### src/hw/rtl/lpm_pkg.sv
package lpm_pkg;

    localparam int unsigned DEF_PEAK_BUCKETS = 6;

    // reset values of the configuration registers
    localparam logic [31:0] DEF_WINDOW_US = 32'd1000000;
    localparam logic [31:0] DEF_BUCKET_US = 32'd10000000;
    localparam logic [31:0] DEF_SLOW_US   = 32'd100000;

    // register indexes on the configuration port
    localparam logic [1:0] REG_WINDOW = 2'd0;
    localparam logic [1:0] REG_BUCKET = 2'd1;
    localparam logic [1:0] REG_SLOW   = 2'd2;

    // rate = ticks * RATE_SCALE / elapsed; the product fits in 32 + 20 bits
    localparam int unsigned SCALE_W  = 20;
    localparam logic [SCALE_W-1:0] RATE_SCALE = 20'd1000000;
    localparam int unsigned NUM_W    = 32 + SCALE_W;
    localparam int unsigned DCNT_W   = $clog2(NUM_W);

    localparam logic [2:0] SLOW_MAX  = 3'd7;

    typedef enum logic [2:0] {
        ST_IDLE,
        ST_LOAD,
        ST_PEAK,
        ST_DIV,
        ST_SCAN,
        ST_DONE
    } lpm_state_t;

endpackage

### src/hw/rtl/loop_period_monitor.sv
// Loop period monitor. Each request on the slave stream carries one loop-tick
// timestamp in microseconds; each produces exactly one result on the master
// stream with the tick delta, the last window rate in Hz, the peak delta over
// the bucket ring, the slow-bucket count and the all-time maximum delta. The
// first tick after reset only sets the time origins and is flagged in tuser.
// A measured tick passes through the load, peak and scan states, and also
// through the divide state when it closes a rate window (the restoring
// divider produces one quotient bit per cycle for a 52-bit dividend, then
// hands the quotient back). The first tick after reset goes from load
// straight to the scan. A finished result waits in the done state while the
// output register is full and not drained. The bucket ring sits in a small
// memory read once per bucket during the peak scan. A new request is taken
// whenever the sequencer is idle, even while the previous result still
// waits on the master side.
module loop_period_monitor
    import lpm_pkg::*;
#(
    parameter int unsigned PEAK_BUCKETS = DEF_PEAK_BUCKETS
)
(
    input  logic         clk,
    input  logic         rst_n,
    input  logic         s_axis_tvalid,
    output logic         s_axis_tready,
    input  logic [63:0]  s_axis_tdata,   // timestamp_us[62:0], zero pad
    output logic         m_axis_tvalid,
    input  logic         m_axis_tready,
    output logic [135:0] m_axis_tdata,   // loop_delta_us[31:0], loop_rate_hz[63:32],
                                         // recent_peak_us[95:64],
                                         // slow_bucket_count[98:96],
                                         // max_delta_ever_us[130:99], zero pad
    output logic [1:0]   m_axis_tuser,   // first_tick[0], rate_updated[1]
    input  logic         cfg_we,
    input  logic [1:0]   cfg_index,
    input  logic [31:0]  cfg_data
);

    localparam int unsigned AW = $clog2(PEAK_BUCKETS);
    localparam int unsigned SW = $clog2(PEAK_BUCKETS + 1);

    lpm_state_t state_reg, state_next;

    logic [31:0] window_len_reg;
    logic [31:0] bucket_len_reg;
    logic [31:0] slow_thr_reg;

    logic        started_reg;
    logic [31:0] now_reg;
    logic [31:0] last_reg;
    logic [31:0] win_start_reg;
    logic [31:0] bkt_start_reg;
    logic [31:0] tick_cnt_reg;
    logic [31:0] rate_reg;
    logic [31:0] max_reg;
    logic [AW-1:0] ptr_reg;
    logic [31:0] delta_reg;
    logic        first_reg;
    logic        updated_reg;
    logic        rotated_reg;
    logic [SW-1:0] scan_reg;
    logic [31:0] peak_reg;
    logic [2:0]  slow_reg;

    logic         out_valid_reg;
    logic [130:0] out_data_reg;
    logic [1:0]   out_user_reg;

    logic [31:0] delta_now;
    logic [31:0] bkt_elapsed;
    logic        rotate;
    logic [AW-1:0] ptr_new;
    logic [31:0] win_elapsed;
    logic        win_close;

    logic        accept;
    logic        out_load;
    logic        scan_end;

    logic          bkt_we;
    logic [AW-1:0] bkt_raddr;
    logic [31:0]   bkt_rdata;
    logic [31:0]   bkt_wdata;

    logic             div_start;
    logic             div_busy;
    logic             div_done;
    logic [NUM_W-1:0] div_num;
    logic [NUM_W-1:0] div_quot;

    assign accept   = s_axis_tvalid && s_axis_tready;
    assign out_load = (state_reg == ST_DONE) && (!out_valid_reg || m_axis_tready);
    assign scan_end = (scan_reg == SW'(PEAK_BUCKETS));

    // only the low 32 bits of any time difference are ever used
    always_comb
    begin
        delta_now   = now_reg - last_reg;
        bkt_elapsed = now_reg - bkt_start_reg;
        rotate      = (bkt_elapsed >= bucket_len_reg);
        if (!rotate)
            ptr_new = ptr_reg;
        else if (ptr_reg == AW'(PEAK_BUCKETS - 1))
            ptr_new = '0;
        else
            ptr_new = ptr_reg + 1'b1;
        win_elapsed = now_reg - win_start_reg;
        win_close   = (win_elapsed >= window_len_reg) && (win_elapsed != '0);
        div_num     = NUM_W'(tick_cnt_reg) * NUM_W'(RATE_SCALE);
    end

    always_comb
    begin
        state_next = state_reg;
        unique case (state_reg)
            ST_IDLE:
                if (accept)
                    state_next = ST_LOAD;
            ST_LOAD:
                state_next = started_reg ? ST_PEAK : ST_SCAN;
            ST_PEAK:
                state_next = win_close ? ST_DIV : ST_SCAN;
            ST_DIV:
                if (div_done)
                    state_next = ST_SCAN;
            ST_SCAN:
                if (scan_end)
                    state_next = ST_DONE;
            ST_DONE:
                if (out_load)
                    state_next = ST_IDLE;
            default:
                state_next = ST_IDLE;
        endcase
    end

    always_comb
    begin
        s_axis_tready = 1'b0;
        bkt_we        = 1'b0;
        div_start     = 1'b0;
        bkt_raddr     = scan_reg[AW-1:0];
        unique case (state_reg)
            ST_IDLE:
                s_axis_tready = 1'b1;
            ST_LOAD:
                bkt_raddr = ptr_new;
            ST_PEAK:
            begin
                bkt_we    = 1'b1;
                div_start = win_close;
            end
            default:
            begin
                s_axis_tready = 1'b0;
            end
        endcase
    end

    // a freshly rotated bucket counts as zero, so the delta goes in as is
    assign bkt_wdata = (rotated_reg || delta_reg > bkt_rdata) ? delta_reg : bkt_rdata;

    always_ff @(posedge clk or negedge rst_n)
    begin
        if (!rst_n)
            state_reg <= ST_IDLE;
        else
            state_reg <= state_next;
    end

    always_ff @(posedge clk or negedge rst_n)
    begin
        if (!rst_n)
        begin
            window_len_reg <= DEF_WINDOW_US;
            bucket_len_reg <= DEF_BUCKET_US;
            slow_thr_reg   <= DEF_SLOW_US;
        end
        else if (cfg_we)
        begin
            case (cfg_index)
                REG_WINDOW: window_len_reg <= cfg_data;
                REG_BUCKET: bucket_len_reg <= cfg_data;
                REG_SLOW:   slow_thr_reg   <= cfg_data;
                default:    window_len_reg <= window_len_reg;
            endcase
        end
    end

    always_ff @(posedge clk or negedge rst_n)
    begin
        if (!rst_n)
        begin
            started_reg   <= 1'b0;
            last_reg      <= '0;
            win_start_reg <= '0;
            bkt_start_reg <= '0;
            tick_cnt_reg  <= '0;
            rate_reg      <= '0;
            max_reg       <= '0;
            ptr_reg       <= '0;
        end
        else
        begin
            if (state_reg == ST_LOAD)
            begin
                last_reg <= now_reg;
                if (!started_reg)
                begin
                    started_reg   <= 1'b1;
                    win_start_reg <= now_reg;
                    bkt_start_reg <= now_reg;
                end
                else
                begin
                    tick_cnt_reg <= tick_cnt_reg + 1'b1;
                    if (delta_now > max_reg)
                        max_reg <= delta_now;
                    ptr_reg <= ptr_new;
                    if (rotate)
                        bkt_start_reg <= now_reg;
                end
            end
            if (state_reg == ST_DIV && div_done)
            begin
                rate_reg      <= div_quot[31:0];
                win_start_reg <= now_reg;
                tick_cnt_reg  <= '0;
            end
        end
    end

    always_ff @(posedge clk)
    begin
        if (accept)
            now_reg <= s_axis_tdata[31:0];
        unique case (state_reg)
            ST_LOAD:
            begin
                first_reg   <= !started_reg;
                delta_reg   <= started_reg ? delta_now : '0;
                rotated_reg <= rotate;
                updated_reg <= 1'b0;
                scan_reg    <= '0;
                peak_reg    <= '0;
                slow_reg    <= '0;
            end
            ST_DIV:
                if (div_done)
                    updated_reg <= 1'b1;
            ST_SCAN:
            begin
                // read data arrives in the cycle after its address
                if (scan_reg != '0)
                begin
                    if (bkt_rdata > peak_reg)
                        peak_reg <= bkt_rdata;
                    if (bkt_rdata >= slow_thr_reg && slow_reg != SLOW_MAX)
                        slow_reg <= slow_reg + 1'b1;
                end
                if (!scan_end)
                    scan_reg <= scan_reg + 1'b1;
            end
            default:
                peak_reg <= peak_reg;
        endcase
        if (out_load)
        begin
            out_data_reg <= {max_reg, slow_reg, peak_reg, rate_reg, delta_reg};
            out_user_reg <= {updated_reg, first_reg};
        end
    end

    always_ff @(posedge clk or negedge rst_n)
    begin
        if (!rst_n)
            out_valid_reg <= 1'b0;
        else if (out_load)
            out_valid_reg <= 1'b1;
        else if (m_axis_tready)
            out_valid_reg <= 1'b0;
    end

    assign m_axis_tvalid = out_valid_reg;
    assign m_axis_tdata  = {5'b0, out_data_reg};
    assign m_axis_tuser  = out_user_reg;

    lpm_bucket #(
        .PEAK_BUCKETS (PEAK_BUCKETS)
    ) u_bucket (
        .clk   (clk),
        .rst_n (rst_n),
        .we    (bkt_we),
        .waddr (ptr_reg),
        .wdata (bkt_wdata),
        .raddr (bkt_raddr),
        .rdata (bkt_rdata)
    );

    lpm_div u_div (
        .clk       (clk),
        .rst_n     (rst_n),
        .start     (div_start),
        .numerator (div_num),
        .divisor   (win_elapsed),
        .busy      (div_busy),
        .done      (div_done),
        .quotient  (div_quot)
    );

`ifndef NO_ASSERTIONS
    a_no_first_update: assert property (@(posedge clk) disable iff (!rst_n)
        m_axis_tvalid |-> !(m_axis_tuser[0] && m_axis_tuser[1]))
        else $error("first tick reported a rate update");

    a_div_idle_start: assert property (@(posedge clk) disable iff (!rst_n)
        div_start |-> !div_busy)
        else $error("divider started while busy");

    a_accept_load: assert property (@(posedge clk) disable iff (!rst_n)
        accept |=> state_reg == ST_LOAD)
        else $error("accepted request did not start the sequencer");

    a_slow_bound: assert property (@(posedge clk) disable iff (!rst_n)
        m_axis_tvalid |-> (32'(m_axis_tdata[98:96]) <= PEAK_BUCKETS))
        else $error("slow bucket count exceeds bucket count");
`endif

endmodule

### src/hw/rtl/lpm_div.sv
module lpm_div
    import lpm_pkg::*;
(
    input  logic             clk,
    input  logic             rst_n,
    input  logic             start,
    input  logic [NUM_W-1:0] numerator,
    input  logic [31:0]      divisor,
    output logic             busy,
    output logic             done,
    output logic [NUM_W-1:0] quotient
);

    logic [NUM_W-1:0]  num_reg;
    logic [31:0]       rem_reg;
    logic [31:0]       dvs_reg;
    logic [DCNT_W-1:0] cnt_reg;
    logic              busy_reg;
    logic              done_reg;

    logic [32:0]       rem_shift;
    logic              fits;
    logic [32:0]       rem_sub;

    // one restoring step per cycle, quotient bits shift in behind the numerator
    always_comb
    begin
        rem_shift = {rem_reg, num_reg[NUM_W-1]};
        fits      = (rem_shift >= {1'b0, dvs_reg});
        rem_sub   = rem_shift - {1'b0, dvs_reg};
    end

    always_ff @(posedge clk or negedge rst_n)
    begin
        if (!rst_n)
        begin
            busy_reg <= 1'b0;
            done_reg <= 1'b0;
            cnt_reg  <= '0;
        end
        else
        begin
            done_reg <= 1'b0;
            if (start && !busy_reg)
            begin
                busy_reg <= 1'b1;
                cnt_reg  <= '0;
            end
            else if (busy_reg)
            begin
                cnt_reg <= cnt_reg + 1'b1;
                if (cnt_reg == DCNT_W'(NUM_W - 1))
                begin
                    busy_reg <= 1'b0;
                    done_reg <= 1'b1;
                end
            end
        end
    end

    always_ff @(posedge clk)
    begin
        if (start && !busy_reg)
        begin
            num_reg <= numerator;
            rem_reg <= '0;
            dvs_reg <= divisor;
        end
        else if (busy_reg)
        begin
            num_reg <= {num_reg[NUM_W-2:0], fits};
            rem_reg <= fits ? rem_sub[31:0] : rem_shift[31:0];
        end
    end

    assign busy     = busy_reg;
    assign done     = done_reg;
    assign quotient = num_reg;

endmodule

### src/hw/rtl/lpm_bucket.sv
module lpm_bucket
    import lpm_pkg::*;
#(
    parameter int unsigned PEAK_BUCKETS = DEF_PEAK_BUCKETS,
    localparam int unsigned AW = $clog2(PEAK_BUCKETS)
)
(
    input  logic          clk,
    input  logic          rst_n,
    input  logic          we,
    input  logic [AW-1:0] waddr,
    input  logic [31:0]   wdata,
    input  logic [AW-1:0] raddr,
    output logic [31:0]   rdata
);

    logic [31:0]             mem [PEAK_BUCKETS];
    logic [PEAK_BUCKETS-1:0] valid_reg;
    logic [31:0]             rdata_reg;
    logic                    rvalid_reg;

    always_ff @(posedge clk)
    begin
        if (we)
            mem[waddr] <= wdata;
        rdata_reg <= mem[raddr];
    end

    // an entry never written since reset reads as zero
    always_ff @(posedge clk or negedge rst_n)
    begin
        if (!rst_n)
        begin
            valid_reg  <= '0;
            rvalid_reg <= 1'b0;
        end
        else
        begin
            if (we)
                valid_reg[waddr] <= 1'b1;
            rvalid_reg <= valid_reg[raddr];
        end
    end

    assign rdata = rvalid_reg ? rdata_reg : '0;

endmodule
### config.mk
export PLATFORM = sky130hd
export DESIGN_NAME = loop_period_monitor
export DESIGN_NICKNAME = d
export VERILOG_FILES = /design/src/hw/rtl/lpm_pkg.sv /design/src/hw/rtl/loop_period_monitor.sv /design/src/hw/rtl/lpm_div.sv /design/src/hw/rtl/lpm_bucket.sv
export SDC_FILE = /design/constraint.sdc
export NUM_CORES = 2
export LEC_CHECK = 0
export BUFFER_PORTS_ARGS = -buffer_cell sky130_fd_sc_hd__buf_2
export CAP_MARGIN = 20
export CORE_AREA = 2 2 320 322
export DETAILED_ROUTE_END_ITERATION = 8
export DIE_AREA = 0 0 322 324
export GPL_ROUTABILITY_DRIVEN = 0
export GPL_TIMING_DRIVEN = 0
export PLACE_DENSITY = 0.74
export SLEW_MARGIN = 20
export SYNTH_ARGS = -nofsm -noshare
export SYNTH_HDL_FRONTEND = slang
export SYNTH_SLANG_ARGS = --single-unit
### constraint.sdc
create_clock -name clk -period 19.3 [get_ports clk]
set_input_delay 5.79 -clock clk [delete_from_list [all_inputs] [get_ports clk]]
set_output_delay 5.79 -clock clk [all_outputs]
set_load 0.005 [all_outputs]
==> results.json <==
{
  "post_layout_nonfiller_instances": 6189,
  "synth_top_area_share_pct": 29.9,
  "post-route-drc-count": 0,
  "placed_area_um2": 54200,
  "grt_antenna_before_repair": 2,
  "synth_cell_types": 83,
  "cellInternalPower_mw": 6.14,
  "insertion_delay_ps": 690,
  "viasPerCell": 5.65,
  "postSynth.topFlopCell": "sky130_fd_sc_hd__edfxtp_1",
  "timing.max_slew.rel_slack_pct": 31.8,
  "area_delta_synth_final_pct": 12.6,
  "cts_htree_levels": 3,
  "worst-endpoint-arrival_ps": 9180,
  "fin_total_pwr_mw": 10.5,
  "combinationalPowerShare_pct": 51.9,
  "clock_sinks": 889,
  "yosys.cell_count.top_type": "sky130_fd_sc_hd__inv_1",
  "grt_setup_unrepaired": "false",
  "detailedRoute.firstIterationViolations": 2661,
  "sum_of_negative_setup_slack_ps": 0,
  "path_max_fanout": 10,
  "worst_ir_drop_vdd_mv": 0.197,
  "floorplan.rows": 117,
  "crit_required_ps": 19840,
  "synth_area_leaders": "sky130_fd_sc_hd__edfxtp_1 30%, sky130_fd_sc_hd__dfrtp_1 14%, sky130_fd_sc_hd__ha_1 12%, sky130_fd_sc_hd__fa_1 5.5%, sky130_fd_sc_hd__mux2_2 4.4%",
  "grt_use_total_pct": 24.3,
  "routed_wirelength_um": 125000,
  "synth-async-reset-ratio_pct": 35.0,
  "number_of_flip_flops_under_the_largest_register_name": 192,
  "period_minus_slack_ps": 8650,
  "synth.largest_area_cell": "sky130_fd_sc_hd__edfxtp_1",
  "die_outline_area_um2": 104000,
  "route.top_layer_used": "met4",
  "hold_violations": 0,
  "preCtsSetupSlack_ps": 10770,
  "seq_area_frac_synth_pct": 48.0,
  "grt_pass1_wl_um": 196000,
  "detailroute.wirelength.met3_um": 8450,
  "core_um2": 101000,
  "clockPowerShare_pct": 17.9,
  "number_of_enable_type_register_cells_in_the_synthesized_netlist": 508,
  "layout_worst_path_cycle_share_pct": 44.8,
  "ioPinCount": 243,
  "synth.yosys.warnings": 0,
  "cts_repair_resize_count": 0,
  "timing.setup.critical_path_class": "register to register",
  "nNetsFinal": 5547,
  "clkTransAtPathRegs_ps": 60,
  "tightestPinTransition_ps": 1020,
  "via_count_of_the_first_global_routing_pass": 34800,
  "power.share.sequential_pct": 30.2,
  "final_global_route_overflow_total": 0,
  "share_of_layout_cells_above_drive_strength_1_pct": 13.9,
  "via_count": 35000,
  "die-height_um": 324,
  "cts_hold_buffers": 0,
  "place.detailed.instances": 6014,
  "postcts_setup_bufs": 0,
  "layout.cell_area.non_filler_um2": 57400,
  "largest_net_degree_at_the_start_of_global_routing": 95,
  "wl_met1_um": 53700,
  "drtPass1Iterations": 5,
  "slew_violations": 0,
  "cts-root-buf": "sky130_fd_sc_hd__clkbuf_16",
  "critPathLaunchType": "register",
  "io_buffers": 205,
  "pwr_density_cell_nw_per_um2": 183,
  "switching_share_pct": 41.4,
  "die_width_um": 322,
  "postRouteAntennaNets": 0,
  "postSynthAreaPerCell_um2": 11.4,
  "p_switching_mw": 4.34,
  "clk_path_buf_depth": 3,
  "layout_setup_ws_ps": 10650,
  "post_synth_most_frequent_cells": "554 x sky130_fd_sc_hd__inv_1, 508 x sky130_fd_sc_hd__edfxtp_1, 505 x sky130_fd_sc_hd__ha_1",
  "synth.cell_area_um2": 51000,
  "filler_cell_count": 8332,
  "tritoncts": "built",
  "start_util_pct": 50.5,
  "outcome": "finished, final reports clean",
  "place.detailed.hpwl_um": 96400,
  "setup.worst_path.end_class": "register",
  "fin_worst_skew_ps": 57.8,
  "cap_violations": 0,
  "dr_wl_met2_um": 58800,
  "synth-seq-cells": 889,
  "tritoncts.num_buffers": 93,
  "netlist_instances": 4463,
  "fmaxAchievable_ghz": 0.116,
  "tightest_hold_check_type": "register to register",
  "leakage_nw": 26.5,
  "timing.final.setup_violations": 0,
  "wire_per_inst_um": 20.3
}
==> worst max-delay path, cell delays in order (launching register included) <==
cell and delay [ps]:
sky130_fd_sc_hd__edfxtp_1 380, sky130_fd_sc_hd__inv_1 280, sky130_fd_sc_hd__ha_1 260, sky130_fd_sc_hd__inv_1 60, sky130_fd_sc_hd__fa_1 400, sky130_fd_sc_hd__a21o_1 170, sky130_fd_sc_hd__a21oi_1 300, sky130_fd_sc_hd__o21ai_0 220
sky130_fd_sc_hd__a221o_1 420, sky130_fd_sc_hd__nand3_1 140, sky130_fd_sc_hd__a31oi_1 170, sky130_fd_sc_hd__a41oi_1 500, sky130_fd_sc_hd__nand2b_1 100, sky130_fd_sc_hd__a21oi_1 190, sky130_fd_sc_hd__xnor2_1 150, sky130_fd_sc_hd__ha_1 270
sky130_fd_sc_hd__a21o_1 160, sky130_fd_sc_hd__a2111oi_0 380, sky130_fd_sc_hd__o21bai_1 170, sky130_fd_sc_hd__a211oi_2 680, sky130_fd_sc_hd__a21boi_0 350, sky130_fd_sc_hd__mux2_2 350, sky130_fd_sc_hd__o21ai_0 680, sky130_fd_sc_hd__clkbuf_1 620
sky130_fd_sc_hd__clkbuf_1 570, sky130_fd_sc_hd__nor2_1 130, sky130_fd_sc_hd__a211oi_1 290, sky130_fd_sc_hd__a21oi_1 70
==> placed cells by master, fill, tap and decap left out, types with 119 or more instances in the layout <==
cell type	instances
sky130_fd_sc_hd__inv_1	554
sky130_fd_sc_hd__a21oi_1	207
sky130_fd_sc_hd__buf_2	224
sky130_fd_sc_hd__fa_1	139
sky130_fd_sc_hd__a21o_1	143
sky130_fd_sc_hd__edfxtp_1	508
sky130_fd_sc_hd__ha_1	505
sky130_fd_sc_hd__nor2_1	203
sky130_fd_sc_hd__clkbuf_1	119
sky130_fd_sc_hd__mux2_2	200
sky130_fd_sc_hd__xnor2_1	138
sky130_fd_sc_hd__dfrtp_1	290
sky130_fd_sc_hd__o21ai_0	198
sky130_fd_sc_hd__nand2_1	344
==> final cells by class <==
cell class / count / area [um2] / area share [%]
Antenna cell: 1 / 2.50 / 0.00436
Multi-Input combinational cell: 2895 / 24000 / 41.8
Buffer: 125 / 536 / 0.933
Clock inverter: 42 / 609 / 1.06
Tap cell: 1309 / 1640 / 2.85
Inverter: 558 / 2100 / 3.65
Sequential cell: 889 / 24500 / 42.6
Timing Repair Buffer: 238 / 1470 / 2.55
Clock buffer: 132 / 2630 / 4.57
==> layer usage <==
metal	GRT usage, %	vias up
li1	-	16400
met1	33.1	17200
met2	39.9	1147
met3	3.07	219
met4	9.12	0
met5	0	-
==> cells by family (layout without fill, tap and decap cells) <==
group                      Yosys count  in the layout  synth area share, %
DFF                                889            889                 48.0
muxes                              303            303                 6.44
adders and majority gates          644            644                 17.8
and+or+nand+nor                    881            881                 8.06
xor gates and xnor gates           183            183                 3.14
buffers and inverters              683           1095                 5.15
AOI/OAI and AO/OA                  879            879                 11.4
other                                1              6              0.00735
==> stage by stage <==
stage          hold slack [ps]  utilization, %
2_1_floorplan              400               -
3_3_place_gp               406            53.1
3_5_place_dp               407            53.6
4_1_cts                    421            56.8
5_1_grt                    433            56.8
6_report                   424            56.8
==> final timing paths <==
kind / end / startpoint / depth (start not counted) / slack, ps
setup / recovery: u_bucket.rdata_reg[21]$_DFF_P_ / now_reg[0]$_DFFE_PP_ / 27 / 10650
hold / removal: m_axis_tuser[1]$_DFFE_PP_ / updated_reg$_DFFE_PP_ / 0 / 420
setup reg to reg: u_bucket.rdata_reg[21]$_DFF_P_ / now_reg[0]$_DFFE_PP_ / 27 / 10650
hold reg to reg: m_axis_tuser[1]$_DFFE_PP_ / updated_reg$_DFFE_PP_ / 0 / 420
max in group asynchronous: rate_reg[27]$_DFFE_PN0P_ / rst_n / 2 / 13360
min in group asynchronous: bkt_start_reg[11]$_DFFE_PN0P_ / rst_n / 1 / 5020
==> power by group through the flow <==
stage          Combinational, mW  Clock (mW)  Sequential [mW]
6_report                    5.44        1.88             3.17
5_1_grt                     6.10        1.98             3.21
4_1_cts                     5.42        1.90             3.16
3_5_place_dp                5.35           0             3.19
3_3_place_gp                5.15           0             3.20
2_1_floorplan               3.98           0             3.02
No activity file was read; power rests on OpenSTA's default activity.
